===== config.mk =====
export PLATFORM = sky130hd
export DESIGN_NAME = rtp_header_parser_unit_flat
export DESIGN_NICKNAME = d
export VERILOG_FILES = /design/src/rtl/core/rtphp_pkg.sv /design/src/rtl/core/rtphp_if.sv /design/src/rtl/core/rtp_header_parser_unit.sv /design/src/flat_wrapper.sv
export SDC_FILE = /design/constraint.sdc
export NUM_CORES = 1
export LEC_CHECK = 0
export ABC_AREA = 1
export BUFFER_PORTS_ARGS = -buffer_cell sky130_fd_sc_hd__buf_2
export CORE_MARGIN = 2
export CORE_UTILIZATION = 60
export CTS_CLUSTER_SIZE = 24
export DETAILED_ROUTE_END_ITERATION = 8
export GPL_TIMING_DRIVEN = 0
export PLACE_DENSITY = 0.8
export SYNTH_ARGS = -nofsm -noshare
export SYNTH_HDL_FRONTEND = slang
export SYNTH_SLANG_ARGS = --single-unit
export TNS_END_PERCENT = 1

===== constraint.sdc =====
create_clock -name clk -period 11.8 [get_ports clk]
set_clock_uncertainty 0.1 [all_clocks]
set_input_delay 0.59 -clock clk [delete_from_list [all_inputs] [get_ports clk]]
set_output_delay 0.59 -clock clk [all_outputs]
set_load 0.1 [all_outputs]

===== src/rtl/core/rtphp_pkg.sv =====
// Package for the RTP header parser: widths, status codes and the
// structs passed between the capture stage and the result register.
// No dependencies.
package rtphp_pkg;

    localparam int COUNT_BITS     = 19;
    localparam int LEN_BITS       = COUNT_BITS + 1;
    localparam int OFF_BITS       = 19;
    localparam int EXT_BYTES_BITS = 18;
    localparam int HDR_BYTES      = 12;
    localparam int EXT_HDR_BYTES  = 4;

    localparam logic [1:0] RTP_VERSION = 2'd2;

    localparam logic [2:0] ST_OK       = 3'd0;
    localparam logic [2:0] ST_SHORT    = 3'd1;
    localparam logic [2:0] ST_BAD_VER  = 3'd2;
    localparam logic [2:0] ST_CSRC_OVR = 3'd3;
    localparam logic [2:0] ST_EXTH_OVR = 3'd4;
    localparam logic [2:0] ST_EXTD_OVR = 3'd5;

    // Header bytes as captured up to and including the final byte
    typedef struct packed {
        logic [7:0]          byte0;
        logic [7:0]          byte1;
        logic [15:0]         seq;
        logic [31:0]         ts;
        logic [31:0]         ssrc;
        logic [15:0]         ext_id;
        logic [15:0]         ext_words;
        logic [LEN_BITS-1:0] len;
    } hdr_snap_t;

    typedef struct packed {
        logic [2:0]                status;
        logic                      padding;
        logic                      extension;
        logic [3:0]                csrc_cnt;
        logic                      marker;
        logic [6:0]                pay_type;
        logic [15:0]               sequence_res;
        logic [31:0]               timestamp;
        logic [31:0]               ssrc;
        logic [15:0]               ext_profile;
        logic [EXT_BYTES_BITS-1:0] ext_len_bytes;
        logic [OFF_BITS-1:0]       pay_offset;
    } res_t;

endpackage


===== src/rtl/core/rtphp_if.sv =====
// Valid/ready channel interfaces for the RTP header parser: the byte
// input channel and the parsed result channel. Depends on rtphp_pkg.
interface rtphp_in_if;
    logic       valid;
    logic       ready;
    logic [7:0] data_byte;
    logic       last_byte;

    modport source (output valid, output data_byte, output last_byte, input ready);
    modport sink   (input valid, input data_byte, input last_byte, output ready);
endinterface

interface rtphp_out_if import rtphp_pkg::*; ();
    logic                      valid;
    logic                      ready;
    logic [2:0]                status;
    logic                      padding;
    logic                      extension;
    logic [3:0]                csrc_cnt;
    logic                      marker;
    logic [6:0]                pay_type;
    logic [15:0]               sequence_res;
    logic [31:0]               timestamp;
    logic [31:0]               ssrc;
    logic [15:0]               ext_profile;
    logic [EXT_BYTES_BITS-1:0] ext_len_bytes;
    logic [OFF_BITS-1:0]       pay_offset;

    modport source (
        output valid, output status, output padding, output extension,
        output csrc_cnt, output marker, output pay_type,
        output sequence_res, output timestamp, output ssrc,
        output ext_profile, output ext_len_bytes, output pay_offset,
        input  ready
    );
    modport sink (
        input  valid, input status, input padding, input extension,
        input  csrc_cnt, input marker, input pay_type,
        input  sequence_res, input timestamp, input ssrc,
        input  ext_profile, input ext_len_bytes, input pay_offset,
        output ready
    );
endinterface


===== src/rtl/core/rtp_header_parser_unit.sv =====
// RTP header parser top level: byte capture, snapshot stage and result
// register. Depends on rtphp_pkg and the channel interfaces in rtphp_if.
//
// Takes one packet byte per transfer and accepts a byte every cycle while
// the input is not stalled. The fixed header and the extension header are
// captured as bytes go by; on the final byte the captured header and
// length move to a snapshot register and the capture state clears, so the
// next packet may start in the following cycle. The status checks and
// offset adds run between the snapshot and the result register, which
// offers the result. Back-pressure on the result channel stalls the input
// only when both the snapshot and the result register hold a packet. The
// byte counter saturates at 2^19-1.
module rtp_header_parser_unit
    import rtphp_pkg::*;
(
    input  logic         clk,
    input  logic         rst_n,
    rtphp_in_if.sink     pkt,
    rtphp_out_if.source  res
);

    localparam logic [COUNT_BITS-1:0] COUNT_MAX = '1;

    logic [COUNT_BITS-1:0] count_reg;
    logic [7:0]            byte0_reg;
    logic [7:0]            byte1_reg;
    logic [15:0]           seq_reg;
    logic [31:0]           ts_reg;
    logic [31:0]           ssrc_reg;
    logic [15:0]           ext_id_reg;
    logic [15:0]           ext_words_reg;

    hdr_snap_t             cap_next;
    hdr_snap_t             snap_reg;
    logic                  snap_valid_reg;
    res_t                  res_next;
    res_t                  res_reg;
    logic                  res_valid_reg;

    logic                  accept;
    logic                  out_free;
    logic [COUNT_BITS-1:0] ext_base;
    logic [COUNT_BITS-1:0] ext_rel;
    logic                  in_ext_hdr;

    logic [LEN_BITS-1:0]   off_csrc;
    logic [LEN_BITS-1:0]   off_ext_hdr;
    logic [LEN_BITS-1:0]   off_ext_data;
    logic [EXT_BYTES_BITS-1:0] ext_bytes;

    assign out_free  = !res_valid_reg || res.ready;
    assign pkt.ready = !snap_valid_reg || out_free;
    assign accept    = pkt.valid && pkt.ready;

    // Extension header sits right after the CSRC list
    assign ext_base   = COUNT_BITS'(HDR_BYTES) + COUNT_BITS'({byte0_reg[3:0], 2'b00});
    assign ext_rel    = count_reg - ext_base;
    assign in_ext_hdr = (count_reg >= COUNT_BITS'(HDR_BYTES)) && byte0_reg[4]
                        && (count_reg >= ext_base)
                        && (ext_rel < COUNT_BITS'(EXT_HDR_BYTES));

    always_comb
    begin
        cap_next.byte0     = byte0_reg;
        cap_next.byte1     = byte1_reg;
        cap_next.seq       = seq_reg;
        cap_next.ts        = ts_reg;
        cap_next.ssrc      = ssrc_reg;
        cap_next.ext_id    = ext_id_reg;
        cap_next.ext_words = ext_words_reg;
        cap_next.len       = LEN_BITS'(count_reg) + LEN_BITS'(1);
        if (count_reg == COUNT_BITS'(0))
        begin
            cap_next.byte0 = pkt.data_byte;
        end
        else if (count_reg == COUNT_BITS'(1))
        begin
            cap_next.byte1 = pkt.data_byte;
        end
        else if (count_reg < COUNT_BITS'(4))
        begin
            cap_next.seq = {seq_reg[7:0], pkt.data_byte};
        end
        else if (count_reg < COUNT_BITS'(8))
        begin
            cap_next.ts = {ts_reg[23:0], pkt.data_byte};
        end
        else if (count_reg < COUNT_BITS'(HDR_BYTES))
        begin
            cap_next.ssrc = {ssrc_reg[23:0], pkt.data_byte};
        end
        else if (in_ext_hdr)
        begin
            if (!ext_rel[1])
                cap_next.ext_id = {ext_id_reg[7:0], pkt.data_byte};
            else
                cap_next.ext_words = {ext_words_reg[7:0], pkt.data_byte};
        end
    end

    // Capture state: clear on the final byte of a packet
    always_ff @(posedge clk or negedge rst_n)
    begin
        if (!rst_n)
        begin
            count_reg     <= '0;
            byte0_reg     <= '0;
            byte1_reg     <= '0;
            seq_reg       <= '0;
            ts_reg        <= '0;
            ssrc_reg      <= '0;
            ext_id_reg    <= '0;
            ext_words_reg <= '0;
        end
        else if (accept)
        begin
            if (pkt.last_byte)
            begin
                count_reg     <= '0;
                byte0_reg     <= '0;
                byte1_reg     <= '0;
                seq_reg       <= '0;
                ts_reg        <= '0;
                ssrc_reg      <= '0;
                ext_id_reg    <= '0;
                ext_words_reg <= '0;
            end
            else
            begin
                if (count_reg != COUNT_MAX)
                    count_reg <= count_reg + COUNT_BITS'(1);
                byte0_reg     <= cap_next.byte0;
                byte1_reg     <= cap_next.byte1;
                seq_reg       <= cap_next.seq;
                ts_reg        <= cap_next.ts;
                ssrc_reg      <= cap_next.ssrc;
                ext_id_reg    <= cap_next.ext_id;
                ext_words_reg <= cap_next.ext_words;
            end
        end
    end

    always_ff @(posedge clk or negedge rst_n)
    begin
        if (!rst_n)
            snap_valid_reg <= 1'b0;
        else if (accept && pkt.last_byte)
            snap_valid_reg <= 1'b1;
        else if (out_free)
            snap_valid_reg <= 1'b0;
    end

    always_ff @(posedge clk)
    begin
        if (accept && pkt.last_byte)
            snap_reg <= cap_next;
    end

    // Status checks and payload offset from the snapshot
    assign off_csrc     = LEN_BITS'(HDR_BYTES) + LEN_BITS'({snap_reg.byte0[3:0], 2'b00});
    assign off_ext_hdr  = off_csrc + LEN_BITS'(EXT_HDR_BYTES);
    assign ext_bytes    = {snap_reg.ext_words, 2'b00};
    assign off_ext_data = off_ext_hdr + LEN_BITS'(ext_bytes);

    always_comb
    begin
        res_next = '0;
        if (snap_reg.len < LEN_BITS'(HDR_BYTES))
        begin
            res_next.status = ST_SHORT;
        end
        else
        begin
            res_next.padding      = snap_reg.byte0[5];
            res_next.extension    = snap_reg.byte0[4];
            res_next.csrc_cnt     = snap_reg.byte0[3:0];
            res_next.marker       = snap_reg.byte1[7];
            res_next.pay_type     = snap_reg.byte1[6:0];
            res_next.sequence_res = snap_reg.seq;
            res_next.timestamp    = snap_reg.ts;
            res_next.ssrc         = snap_reg.ssrc;
            if (snap_reg.byte0[7:6] != RTP_VERSION)
            begin
                res_next.status = ST_BAD_VER;
            end
            else if (off_csrc > snap_reg.len)
            begin
                res_next.status = ST_CSRC_OVR;
            end
            else if (!snap_reg.byte0[4])
            begin
                res_next.status     = ST_OK;
                res_next.pay_offset = off_csrc[OFF_BITS-1:0];
            end
            else if (off_ext_hdr > snap_reg.len)
            begin
                res_next.status = ST_EXTH_OVR;
            end
            else
            begin
                res_next.ext_profile   = snap_reg.ext_id;
                res_next.ext_len_bytes = ext_bytes;
                if (off_ext_data > snap_reg.len)
                begin
                    res_next.status = ST_EXTD_OVR;
                end
                else
                begin
                    res_next.status     = ST_OK;
                    res_next.pay_offset = off_ext_data[OFF_BITS-1:0];
                end
            end
        end
    end

    always_ff @(posedge clk or negedge rst_n)
    begin
        if (!rst_n)
            res_valid_reg <= 1'b0;
        else if (out_free)
            res_valid_reg <= snap_valid_reg;
    end

    always_ff @(posedge clk)
    begin
        if (out_free && snap_valid_reg)
            res_reg <= res_next;
    end

    assign res.valid         = res_valid_reg;
    assign res.status        = res_reg.status;
    assign res.padding       = res_reg.padding;
    assign res.extension     = res_reg.extension;
    assign res.csrc_cnt      = res_reg.csrc_cnt;
    assign res.marker        = res_reg.marker;
    assign res.pay_type      = res_reg.pay_type;
    assign res.sequence_res  = res_reg.sequence_res;
    assign res.timestamp     = res_reg.timestamp;
    assign res.ssrc          = res_reg.ssrc;
    assign res.ext_profile   = res_reg.ext_profile;
    assign res.ext_len_bytes = res_reg.ext_len_bytes;
    assign res.pay_offset    = res_reg.pay_offset;

    a_clear_after_last: assert property (@(posedge clk) disable iff (!rst_n)
        accept && pkt.last_byte |=> count_reg == '0 && byte0_reg == '0)
        else $error("capture state not cleared after final byte");

    a_ok_offset: assert property (@(posedge clk) disable iff (!rst_n)
        res.valid && res.status == ST_OK
            |-> res.pay_offset >= OFF_BITS'(HDR_BYTES))
        else $error("payload offset inside fixed header on good packet");

    a_short_empty: assert property (@(posedge clk) disable iff (!rst_n)
        res.valid && res.status == ST_SHORT
            |-> res.timestamp == '0 && res.ssrc == '0 && res.csrc_cnt == '0)
        else $error("short packet carries header fields");

    a_no_ext_id: assert property (@(posedge clk) disable iff (!rst_n)
        res.valid && !res.extension |-> res.ext_profile == '0
            && res.ext_len_bytes == '0)
        else $error("extension fields set with extension bit clear");

endmodule

===== src/flat_wrapper.sv =====
// flat-port wrapper written by rule: the top's interface ports become plain ports
module rtp_header_parser_unit_flat import rtphp_pkg::*;
  (clk, rst_n, pkt_valid, pkt_data_byte, pkt_last_byte, pkt_ready, res_valid, res_status, res_padding, res_extension, res_csrc_cnt, res_marker, res_pay_type, res_sequence_res, res_timestamp, res_ssrc, res_ext_profile, res_ext_len_bytes, res_pay_offset, res_ready);
  rtphp_in_if pkt_i ();
  rtphp_out_if res_i ();
  input  logic clk;
  input  logic rst_n;
  input wire logic [$bits(pkt_i.valid)-1:0] pkt_valid;
  input wire logic [$bits(pkt_i.data_byte)-1:0] pkt_data_byte;
  input wire logic [$bits(pkt_i.last_byte)-1:0] pkt_last_byte;
  output wire logic [$bits(pkt_i.ready)-1:0] pkt_ready;
  output wire logic [$bits(res_i.valid)-1:0] res_valid;
  output wire logic [$bits(res_i.status)-1:0] res_status;
  output wire logic [$bits(res_i.padding)-1:0] res_padding;
  output wire logic [$bits(res_i.extension)-1:0] res_extension;
  output wire logic [$bits(res_i.csrc_cnt)-1:0] res_csrc_cnt;
  output wire logic [$bits(res_i.marker)-1:0] res_marker;
  output wire logic [$bits(res_i.pay_type)-1:0] res_pay_type;
  output wire logic [$bits(res_i.sequence_res)-1:0] res_sequence_res;
  output wire logic [$bits(res_i.timestamp)-1:0] res_timestamp;
  output wire logic [$bits(res_i.ssrc)-1:0] res_ssrc;
  output wire logic [$bits(res_i.ext_profile)-1:0] res_ext_profile;
  output wire logic [$bits(res_i.ext_len_bytes)-1:0] res_ext_len_bytes;
  output wire logic [$bits(res_i.pay_offset)-1:0] res_pay_offset;
  input wire logic [$bits(res_i.ready)-1:0] res_ready;
  assign pkt_i.valid = pkt_valid;
  assign pkt_i.data_byte = pkt_data_byte;
  assign pkt_i.last_byte = pkt_last_byte;
  assign pkt_ready = pkt_i.ready;
  assign res_valid = res_i.valid;
  assign res_status = res_i.status;
  assign res_padding = res_i.padding;
  assign res_extension = res_i.extension;
  assign res_csrc_cnt = res_i.csrc_cnt;
  assign res_marker = res_i.marker;
  assign res_pay_type = res_i.pay_type;
  assign res_sequence_res = res_i.sequence_res;
  assign res_timestamp = res_i.timestamp;
  assign res_ssrc = res_i.ssrc;
  assign res_ext_profile = res_i.ext_profile;
  assign res_ext_len_bytes = res_i.ext_len_bytes;
  assign res_pay_offset = res_i.pay_offset;
  assign res_i.ready = res_ready;
  rtp_header_parser_unit u_core (.clk(clk), .rst_n(rst_n), .pkt(pkt_i), .res(res_i));
endmodule

# ---- Word level (Yosys, flattened, before mapping)
# Cells that the tools add are included.
dict set report word_totals {
  out_inout_bits 152
  register_bits 447
  input_bits 13
  wordCells 102
}
dict set report op_classes {
  reduce_logical 17
  n_lt_le_gt_ge 10
  eq_ne 3
  mux 32
  bitwise_logic 1
  add_sub_neg 7
}
# op count
set ops {}
lappend ops {{two-way mux 32 bit} 6}
lappend ops {{two-way mux 120 bit} 1}
lappend ops {{two-way mux 112 bit} 1}
lappend ops {{two-way mux 16 bit} 6}
lappend ops {{two-way mux 96 bit} 1}
lappend ops {{two-way mux 19 bit} 5}
lappend ops {{two-way mux 64 bit} 1}
lappend ops {{greater-than comparator 20 bit} 3}
lappend ops {{< comparator 19 x 3 -> 1 bit, second input constant} 2}
lappend ops {{< comparator 19 x 4 -> 1 bit, second input constant} 2}
lappend ops {{two-way mux 8 bit} 4}
lappend ops {{adder 19 x 1 -> 20 bit, second input constant} 1}
lappend ops {{adder 20 x 18 -> 20 bit} 1}
lappend ops {{adder 20 x 3 -> 20 bit, second input constant} 1}
lappend ops {{< comparator 20 x 4 -> 1 bit, second input constant} 1}
lappend ops {{adder 19 x 1 -> 19 bit, second input constant} 1}
lappend ops {{== test 19 x 1 -> 1 bit, second input constant} 1}
lappend ops {{>= comparator 19 bit} 1}
lappend ops {{>= comparator 19 x 4 -> 1 bit, second input constant} 1}
lappend ops {{zero test 19 bit} 1}
lappend ops {{!= test 19 bit, second input constant} 1}
lappend ops {{subtractor 19 bit} 1}
lappend ops {{adder 4 x 6 -> 7 bit, first input constant} 2}
lappend ops {{logical AND 1 bit} 6}
lappend ops {{12 further kinds} 19}

# ---- Logic depth before layout (Yosys ltp)
# Gate-level depths: netlist of run 1.
dict set report depth {
  depth_word 11
  ltp_mapped 29
  ltp_nobuf 29
}

# ---- Worst setup path after synthesis of run 1
# Ideal clock, no wire load.
dict set report synth_timing {
  path_kind {register to register}
  from {register u_core.res_valid_reg (netlist: u_core.res.valid)}
  to {register u_core.snap_reg (netlist bit u_core.ext_bytes[10]), enable pin}
  arrival_time_ns 8.522
  setup_slack_ns 2.520
  required_time_ns 11.042
  path_stages_with_launch 6
  n_path_buf 2
  period_less_slack_ns 9.280
  setup_time_ns 0.658
  cell_sequence {dfrtp_1 > nand3_1 > nand2_1 > clkbuf_1 > clkbuf_1 > nor2_1}
}
dict set report synth_via {
  elab_chain_len 5
}
# element line_no
set synth_rtl {}
lappend synth_rtl {{start: declaration} rtp_header_parser_unit.sv:38} ;# logic res_valid_reg;
lappend synth_rtl {{start signal: assignment} rtp_header_parser_unit.sv:221} ;# res_valid_reg <= snap_valid_reg;
lappend synth_rtl {{zero test 1 bit} rtp_header_parser_unit.sv:51} ;# assign out_free = !res_valid_reg || res.ready;
lappend synth_rtl {{logical OR 1 bit} rtp_header_parser_unit.sv:51}
lappend synth_rtl {{logical OR 1 bit} rtp_header_parser_unit.sv:52} ;# assign pkt.ready = !snap_valid_reg || out_free;
lappend synth_rtl {{net pkt_ready} flat_wrapper.sv:11} ;# output wire logic [$bits(pkt_i.ready)-1:0] pkt_ready;
lappend synth_rtl {{logical AND 1 bit} rtp_header_parser_unit.sv:53} ;# assign accept = pkt.valid && pkt.ready;
lappend synth_rtl {{logical AND 1 bit} rtp_header_parser_unit.sv:155} ;# if (accept && pkt.last_byte)
lappend synth_rtl {{end signal: assignment} rtp_header_parser_unit.sv:156} ;# snap_reg <= cap_next;
lappend synth_rtl {{end: declaration} rtp_header_parser_unit.sv:34} ;# hdr_snap_t snap_reg;
# The timed path passes the listed nets, and every way through them passes these cells.
# A chain may end at the register's enable or synchronous reset.

# ---- Final worst setup path of run 1
dict set report layout_timing {
  from {register u_core.snap_reg[140] (netlist name)}
  to {register u_core.res_reg (netlist bit u_core.res.pay_offset[18]) (data pin)}
}
dict set report layout_via {
  elab_chain_len 7
  word_cells_on_any_way 10
  classes_between {add/sub: 3; order compare: 3; mux: 3; reduce/logical: 1}
}
# element line_no
set layout_rtl {}
lappend layout_rtl {{adder 4 x 6 -> 7 bit} rtp_header_parser_unit.sv:160} ;# assign off_csrc = LEN_BITS'(HDR_BYTES) + LEN_BITS'({snap_reg.byte0[3:0], 2'b00});
lappend layout_rtl {{adder 20 x 3 -> 20 bit} rtp_header_parser_unit.sv:161} ;# assign off_ext_hdr = off_csrc + LEN_BITS'(EXT_HDR_BYTES);
lappend layout_rtl {{adder 20 x 18 -> 20 bit} rtp_header_parser_unit.sv:163} ;# assign off_ext_data = off_ext_hdr + LEN_BITS'(ext_bytes);
lappend layout_rtl {{net u_core.off_ext_data[13]} rtp_header_parser_unit.sv:48} ;# logic [LEN_BITS-1:0] off_ext_data;
lappend layout_rtl {{greater-than comparator 20 bit} rtp_header_parser_unit.sv:203} ;# if (off_ext_data > snap_reg.len)
lappend layout_rtl {{two-way mux 19 bit} rtp_header_parser_unit.sv:203}
lappend layout_rtl {{two-way mux 19 bit} rtp_header_parser_unit.sv:195} ;# else if (off_ext_hdr > snap_reg.len)
lappend layout_rtl {{two-way mux 19 bit} rtp_header_parser_unit.sv:190} ;# else if (!snap_reg.byte0[4])
lappend layout_rtl {{end signal: assignment} rtp_header_parser_unit.sv:227} ;# res_reg <= res_next;
lappend layout_rtl {{end: declaration} rtp_header_parser_unit.sv:37} ;# res_t res_reg;
# The timed path passes the listed nets, and every way through them passes these cells.

==> results of run 1 <==
-- cell families (layout without fill, tap and decap cells) --
| family | Yosys count | count (layout) | synth area share (%) |
|---|---|---|---|
| adder cells (fa/ha/maj) | 47 | 47 | 3.01 |
| other | 1 | 6 | 0.0187 |
| AO/OA/AOI/OAI | 263 | 263 | 7.35 |
| AND/OR/NAND/NOR | 758 | 758 | 15.8 |
| XOR/XNOR | 25 | 25 | 1.09 |
| flip-flops | 443 | 443 | 62.7 |
| buffers and inverters | 528 | 778 | 10.1 |
-- worst min-delay path, delay by kind of cell --
| kind | cells | cell delay, ns |
|---|---|---|
| buffers and inverters | 2 | 0.16 |
| and+or+nand+nor | 2 | 0.13 |
-- cells in the final DEF, fill, tap and decap left out, types with 45 or more instances in the layout --
| cell | instances |
|---|---|
| nand3_1 | 65 |
| nand2_1 | 492 |
| edfxtp_1 | 294 |
| nand4_1 | 48 |
| clkbuf_1 | 70 |
| clkbuf_16 | 46 |
| ha_1 | 45 |
| nor2_1 | 116 |
| o22ai_1 | 70 |
| buf_2 | 177 |
| o21ai_0 | 135 |
| dfrtp_1 | 149 |
| inv_1 | 443 |
-- worst max-delay path by stage --
stage | start | to | slack, ns | depth (start not counted)
after floorplan | u_core.res.valid | u_core.ext_bytes[10] | 2.52 | 5
after global placement | res_ready | u_core.res.pay_type[0] | 0.74 | 3
after detailed placement | u_core.snap_reg[140] | u_core.res.pay_offset[18] | 6.37 | 24
after CTS | u_core.snap_reg[140] | u_core.res.pay_offset[18] | 6.28 | 24
after global routing | u_core.snap_reg[140] | u_core.res.pay_offset[15] | 5.73 | 27
final | u_core.snap_reg[140] | u_core.res.pay_offset[18] | 6.19 | 24
-- what timing repair did --
action | 4_1_cts | 5_1_grt
hold endpoints to repair | 60 | 0
resized for setup | 0 | 0
hold buffers | 1 | 0
-- routing by layer --
metal  global-route usage [%]  vias up  part of all wire (%)
met5                        0        -                     0
met4                     11.6        0                   4.3
met3                     3.87      122                   6.2
met2                     44.2      534                    48
met1                     35.8     7159                    42
li1                         -     7093                     -
-- power groups by stage --
stage               Sequential, mW  Clock (mW)  Combinational (mW)
floorplan                     2.14           0               0.336
global placement              1.90           0               0.736
detailed placement            1.88           0               0.774
CTS                           1.85        1.42               0.780
global route                  1.86        1.48               0.849
finish                        1.85        1.40               0.785
-- layout make-up --
cell class / instances / area [um^2]
buffer: 80 / 338
clock buffer: 61 / 1230
clock inverter: 19 / 220
fill: 2440 / 9620
inverter: 448 / 1680
multi-input combinational: 1099 / 5500
sequential: 443 / 12600
tap: 442 / 553
timing repair buffer: 170 / 1000
==> impl_metrics.yaml, run 1 <==
setup_path:
  path_cells: "inv_1 -> ha_1 -> or2_2 -> nand2_1 -> inv_1 -> a31o_2 -> ha_1 -> a21o_1 -> nor2_1 -> nor2_1 -> o21ai_0 -> nor2_1 -> nand2_1 -> xor2_1 -> inv_1 -> ha_1 -> nand4_1 -> nor2_1 -> o2111ai_1 -> nand3_1 -> a21oi_1 -> nand2_1 -> clkbuf_1 -> nor2_1"
  crit_type: "reg2reg"
  reg2reg_to: "u_core.res.pay_offset[18]"
  crit_path_max_incr_delay_ns: 0.54
  critPathTopFamily: "simple AND/OR/NAND/NOR gates"
  reg2reg_setup_slack_ns: 6.19
  startpoint_type: "register"
  crit_top_cell: "nor2_1"
  cp-end-kind: "register"
  critPathSlowestCell: "edfxtp_1"
  worstPathArrival_ns: 5.78
  crit_buf_inv: 4
  path_max_fanout: 10
  worst_ep_required_time_ns: 11.97
  timing.rr.start: "u_core.snap_reg[140]"
  ff2ff_path_depth: 24
clocking:
  ctsHtreeMaxLevel: 2
  cts.reportedPaths.clkPinSlew_ns: 0.06
  cts_root_buf: "clkbuf_16"
  clock-sinks: 443
  cts_buffer_depth: 3
  cts_tree: "built"
  insertion_delay_ns: 0.54
  cts_setup_buffers: 0
  cts_buffers: 44
synthesis:
  yosysMostFrequentCell: "nand2_1"
  synth_cells: 2065
  synth_top_area_cell: "edfxtp_1"
  yosysWarningCount: 0
  synth_commonest_cells: "nand2_1, inv_1, edfxtp_1"
  ys.flop_type: "edfxtp_1"
  netlist_area_mm2: 0.0200
  synth-seq-cells: 443
  ys_async_sr_fraction_pct: 33.6
  synth-edff-count: 294
  synth.top_cell.area_share_pct: 44.1
  synth-seq-area-share_pct: 62.7
  ys_types: 38
  synthTopCellsByArea: "edfxtp_1, dfrtp_1, nand2_1"
  synth.avg_cell_area_um2: 9.70
drt:
  avgViaCountPerCell: 5.40
  finalWirelength_mm: 46.7
  drc_errors: 0
  num_vias: 14900
  first_pass_iters: 5
  wl_per_cell_um: 16.9
  ant_nets: 0
  drt_iter0_markers: 1265
final_layout:
  antenna_cells: 0
  instances_no_fill: 2762
  largest_register_ffs: 132
  nets: 2346
  area_delta_synth_final_pct: 15.2
  layout-drive-gt1-share_pct: 11.8
  fin_util_pct: 70.6
  stdcell_area_mm2: 0.0231
floorplan:
  design.die.area_mm2: 0.0349
  die_y_um: 187
  num_rows: 66
  fp.dieW_um: 187
  core_mm2: 0.0327
  initial_utilization_pct: 61.3
  ioPinCount: 165
pwr:
  power_frac_seq_pct: 45.9
  leakage_nw: 11.5
  irDropWorstVdd_v: 0.000126
  comb_power_share_pct: 19.4
  p_int_mw: 2.82
  sw_frac_of_total_pct: 30.3
  clkPwrFrac_pct: 34.7
  total_power_mw: 4.04
  p_switching_mw: 1.22
  power.density_mw_per_mm2: 175
timing:
  relSlewSlack_pct: 31.5
  setup_violations: 0
  min_period_ns: 5.61
  finalWorstSetupSlack_ns: 6.19
  slew_violations: 0
  whs_ns: 0.286
  min_period_over_period_pct: 47.6
  hold_viol_final: 0
  worst_pin_slew_ns: 1.02
  clock.fmax_mhz: 178
  rsz0062_at_grt: "false"
  setup_tns_ns: 0
global_routing:
  overflow: 0
  grt_usage_pct: 26.8
  antenna_found_initial: 0
  grt_pass1_vias: 14600
  grt_max_degree: 90
  grt_pass1_wl_mm: 74.4
placed_design:
  hpwlAfterDp_mm: 33.1
  dpl_cell_area_mm2: 0.0216
  pre_cts_slack_ns: 6.37
  io_buffers: 160
  gp_congestion: 0.928
  placed_cells_incl_taps: 2681
hold_path:
  hold_class: "in2reg"
  whs_endpoint: "u_core.res.valid"
  min-delay-start: "res_ready"
  hold_depth: 4
outcome:
  status: "complete, no violations"
job:
  cap_viol_max_count: 0
Power figures use the tool's default switching activity.
==> run 2, diff against run 1 <==
- clock period: 11.8 -> 5.8 ns (I/O delays scaled with it)
==> impl_metrics.yaml, run 2 (synthesis gave the netlist of run 1 again) <==
timing:
  min_period_ns: 5.33
  hold_viol_final: 0
  worst_pin_slew_ns: 0.996
  relSlewSlack_pct: 33.5
  rsz0062_at_grt: "false"
  slew_violations: 0
  clock.fmax_mhz: 187
  setup_tns_ns: 0
  min_period_over_period_pct: 92.0
  setup_violations: 0
  whs_ns: 0.0705
global_routing:
  grt_pass1_vias: 14700
  grt_pass1_wl_mm: 74.6
  grt_max_degree: 97
  grt_usage_pct: 26.8
  overflow: 0
  antenna_found_initial: 0
final_layout:
  layout-drive-gt1-share_pct: 12.0
  antenna_cells: 0
  layout_common_cells: "nand2_1, inv_1, edfxtp_1"
  stdcell_area_mm2: 0.0232
  largest_register_ffs: 132
  layout_commonest_cell: "nand2_1"
  area_delta_synth_final_pct: 15.7
  nets: 2350
  fin_util_pct: 70.9
hold_path:
  hold_class: "in2reg"
drt:
  drt_iter0_markers: 1279
  drc_errors: 0
  avgViaCountPerCell: 5.36
  finalWirelength_mm: 46.5
  num_vias: 14800
  ant_nets: 0
  wl_per_cell_um: 16.8
  first_pass_iters: 6
clocking:
  cts.reportedPaths.clkPinSlew_ns: 0.06
  ctsHtreeMaxLevel: 2
  cts_setup_buffers: 0
  cts_root_buf: "clkbuf_16"
  cts_buffers: 46
  insertion_delay_ns: 0.54
  cts_tree: "built"
  clock-sinks: 443
  cts_buffer_depth: 3
floorplan:
  design.die.area_mm2: 0.0349
  initial_utilization_pct: 61.3
  ioPinCount: 165
  die_y_um: 187
  core_mm2: 0.0327
  num_rows: 66
  fp.dieW_um: 187
job:
  cap_viol_max_count: 0
pwr:
  leakage_nw: 11.6
  irDropWorstVdd_v: 0.000257
  power.density_mw_per_mm2: 357
placed_design:
  dpl_cell_area_mm2: 0.0216
  gp_congestion: 0.944
  io_buffers: 160
  hpwlAfterDp_mm: 32.9
setup_path:
  startpoint_type: "register"
  cp-end-kind: "register"
  worst_ep_required_time_ns: 6.09
  worstPathArrival_ns: 5.62
  path_max_fanout: 10
  crit_type: "reg2reg"
outcome:
  status: "complete, no violations"
-- run 2: changes by cell type in the layout (fill, tap and decap cells not counted), sizes merged --
cell	before	now
bufinv	5	2
inv	447	448
dlygate4sd3	1	2
clkinv	13	11
clkbuf	118	128
buf	192	193
-- run 2: worst paths after layout --
path | startpoint | endpoint | slack (ns) | depth (start not counted)
setup / recovery | u_core.snap_reg[140] | u_core.res.pay_offset[18] | 0.47 | 24
hold / removal | pkt_last_byte | u_core.snap_valid_reg | 0.07 | 3
setup reg to reg | u_core.snap_reg[140] | u_core.res.pay_offset[18] | 0.47 | 24
hold reg to reg | u_core.ext_id_reg[6] | u_core.ext_id_reg[6] | 0.38 | 2
max in group asynchronous | rst_n | u_core.seq_reg[5] | 4.57 | 3
min in group asynchronous | rst_n | u_core.ssrc_reg[10] | 0.16 | 2
-- run 2: final cells by class --
class,instances,area [um^2]
clock buffer,71,1380
tap,442,553
multi-input combinational,1099,5500
timing repair buffer,172,1040
inverter,448,1680
fill,2383,9520
sequential,443,12600
buffer,80,339
clock inverter,15,136
-- run 2: power breakdown --
group	leakage [nW]	switching [mW]	internal, mW
sequential	4.87	0.0867	3.68
combinational	5.95	1.24	0.351
clock	0.735	1.19	1.73
total	11.6	2.51	5.76
-- run 2: per-stage QoR --
| step | worst slack, ns | power (mW) | std cells |
|---|---|---|---|
| floorplan | 0.320 | 5.02 | 2070 |
| global placement | -0.944 | 5.34 | 2672 |
| detailed placement | 0.378 | 5.40 | 2682 |
| CTS | 0.348 | 8.30 | 2770 |
| global route | 0.0296 | 8.59 | 2770 |
| finish | 0.466 | 8.27 | 2770 |
-- run 2: routing by layer --
layer	track usage (%)	wire length, um	vias up
li1	-	-	7090
met1	35.3	19200	7057
met2	43.8	22000	577
met3	5.00	3310	124
met4	11.6	1950	0
met5	0	0	-
-- run 2: worst max-delay path, cell delays in order, from the launching register on --
cell and delay [ns]:
edfxtp_1 0.54, inv_1 0.17, ha_1 0.24, or2_2 0.30
nand2_1 0.10, inv_1 0.09, a31o_2 0.30, ha_1 0.35
a21o_1 0.20, nor2_1 0.17, nor2_1 0.10, o21ai_1 0.31
nor2_1 0.10, nand2_1 0.10, xor2_1 0.28, inv_1 0.08
ha_1 0.30, a21oi_1 0.12, o21ai_0 0.08, a21oi_1 0.14
nand3_1 0.13, a21oi_1 0.33, nand2_1 0.19, clkbuf_2 0.22
nor2_1 0.14
-- run 2: repair_timing --
action	CTS	global route
endpoints found under the setup margin	0	10
hold buffers	2	0
gates resized for setup	0	3
endpoints found under the hold margin	54	0
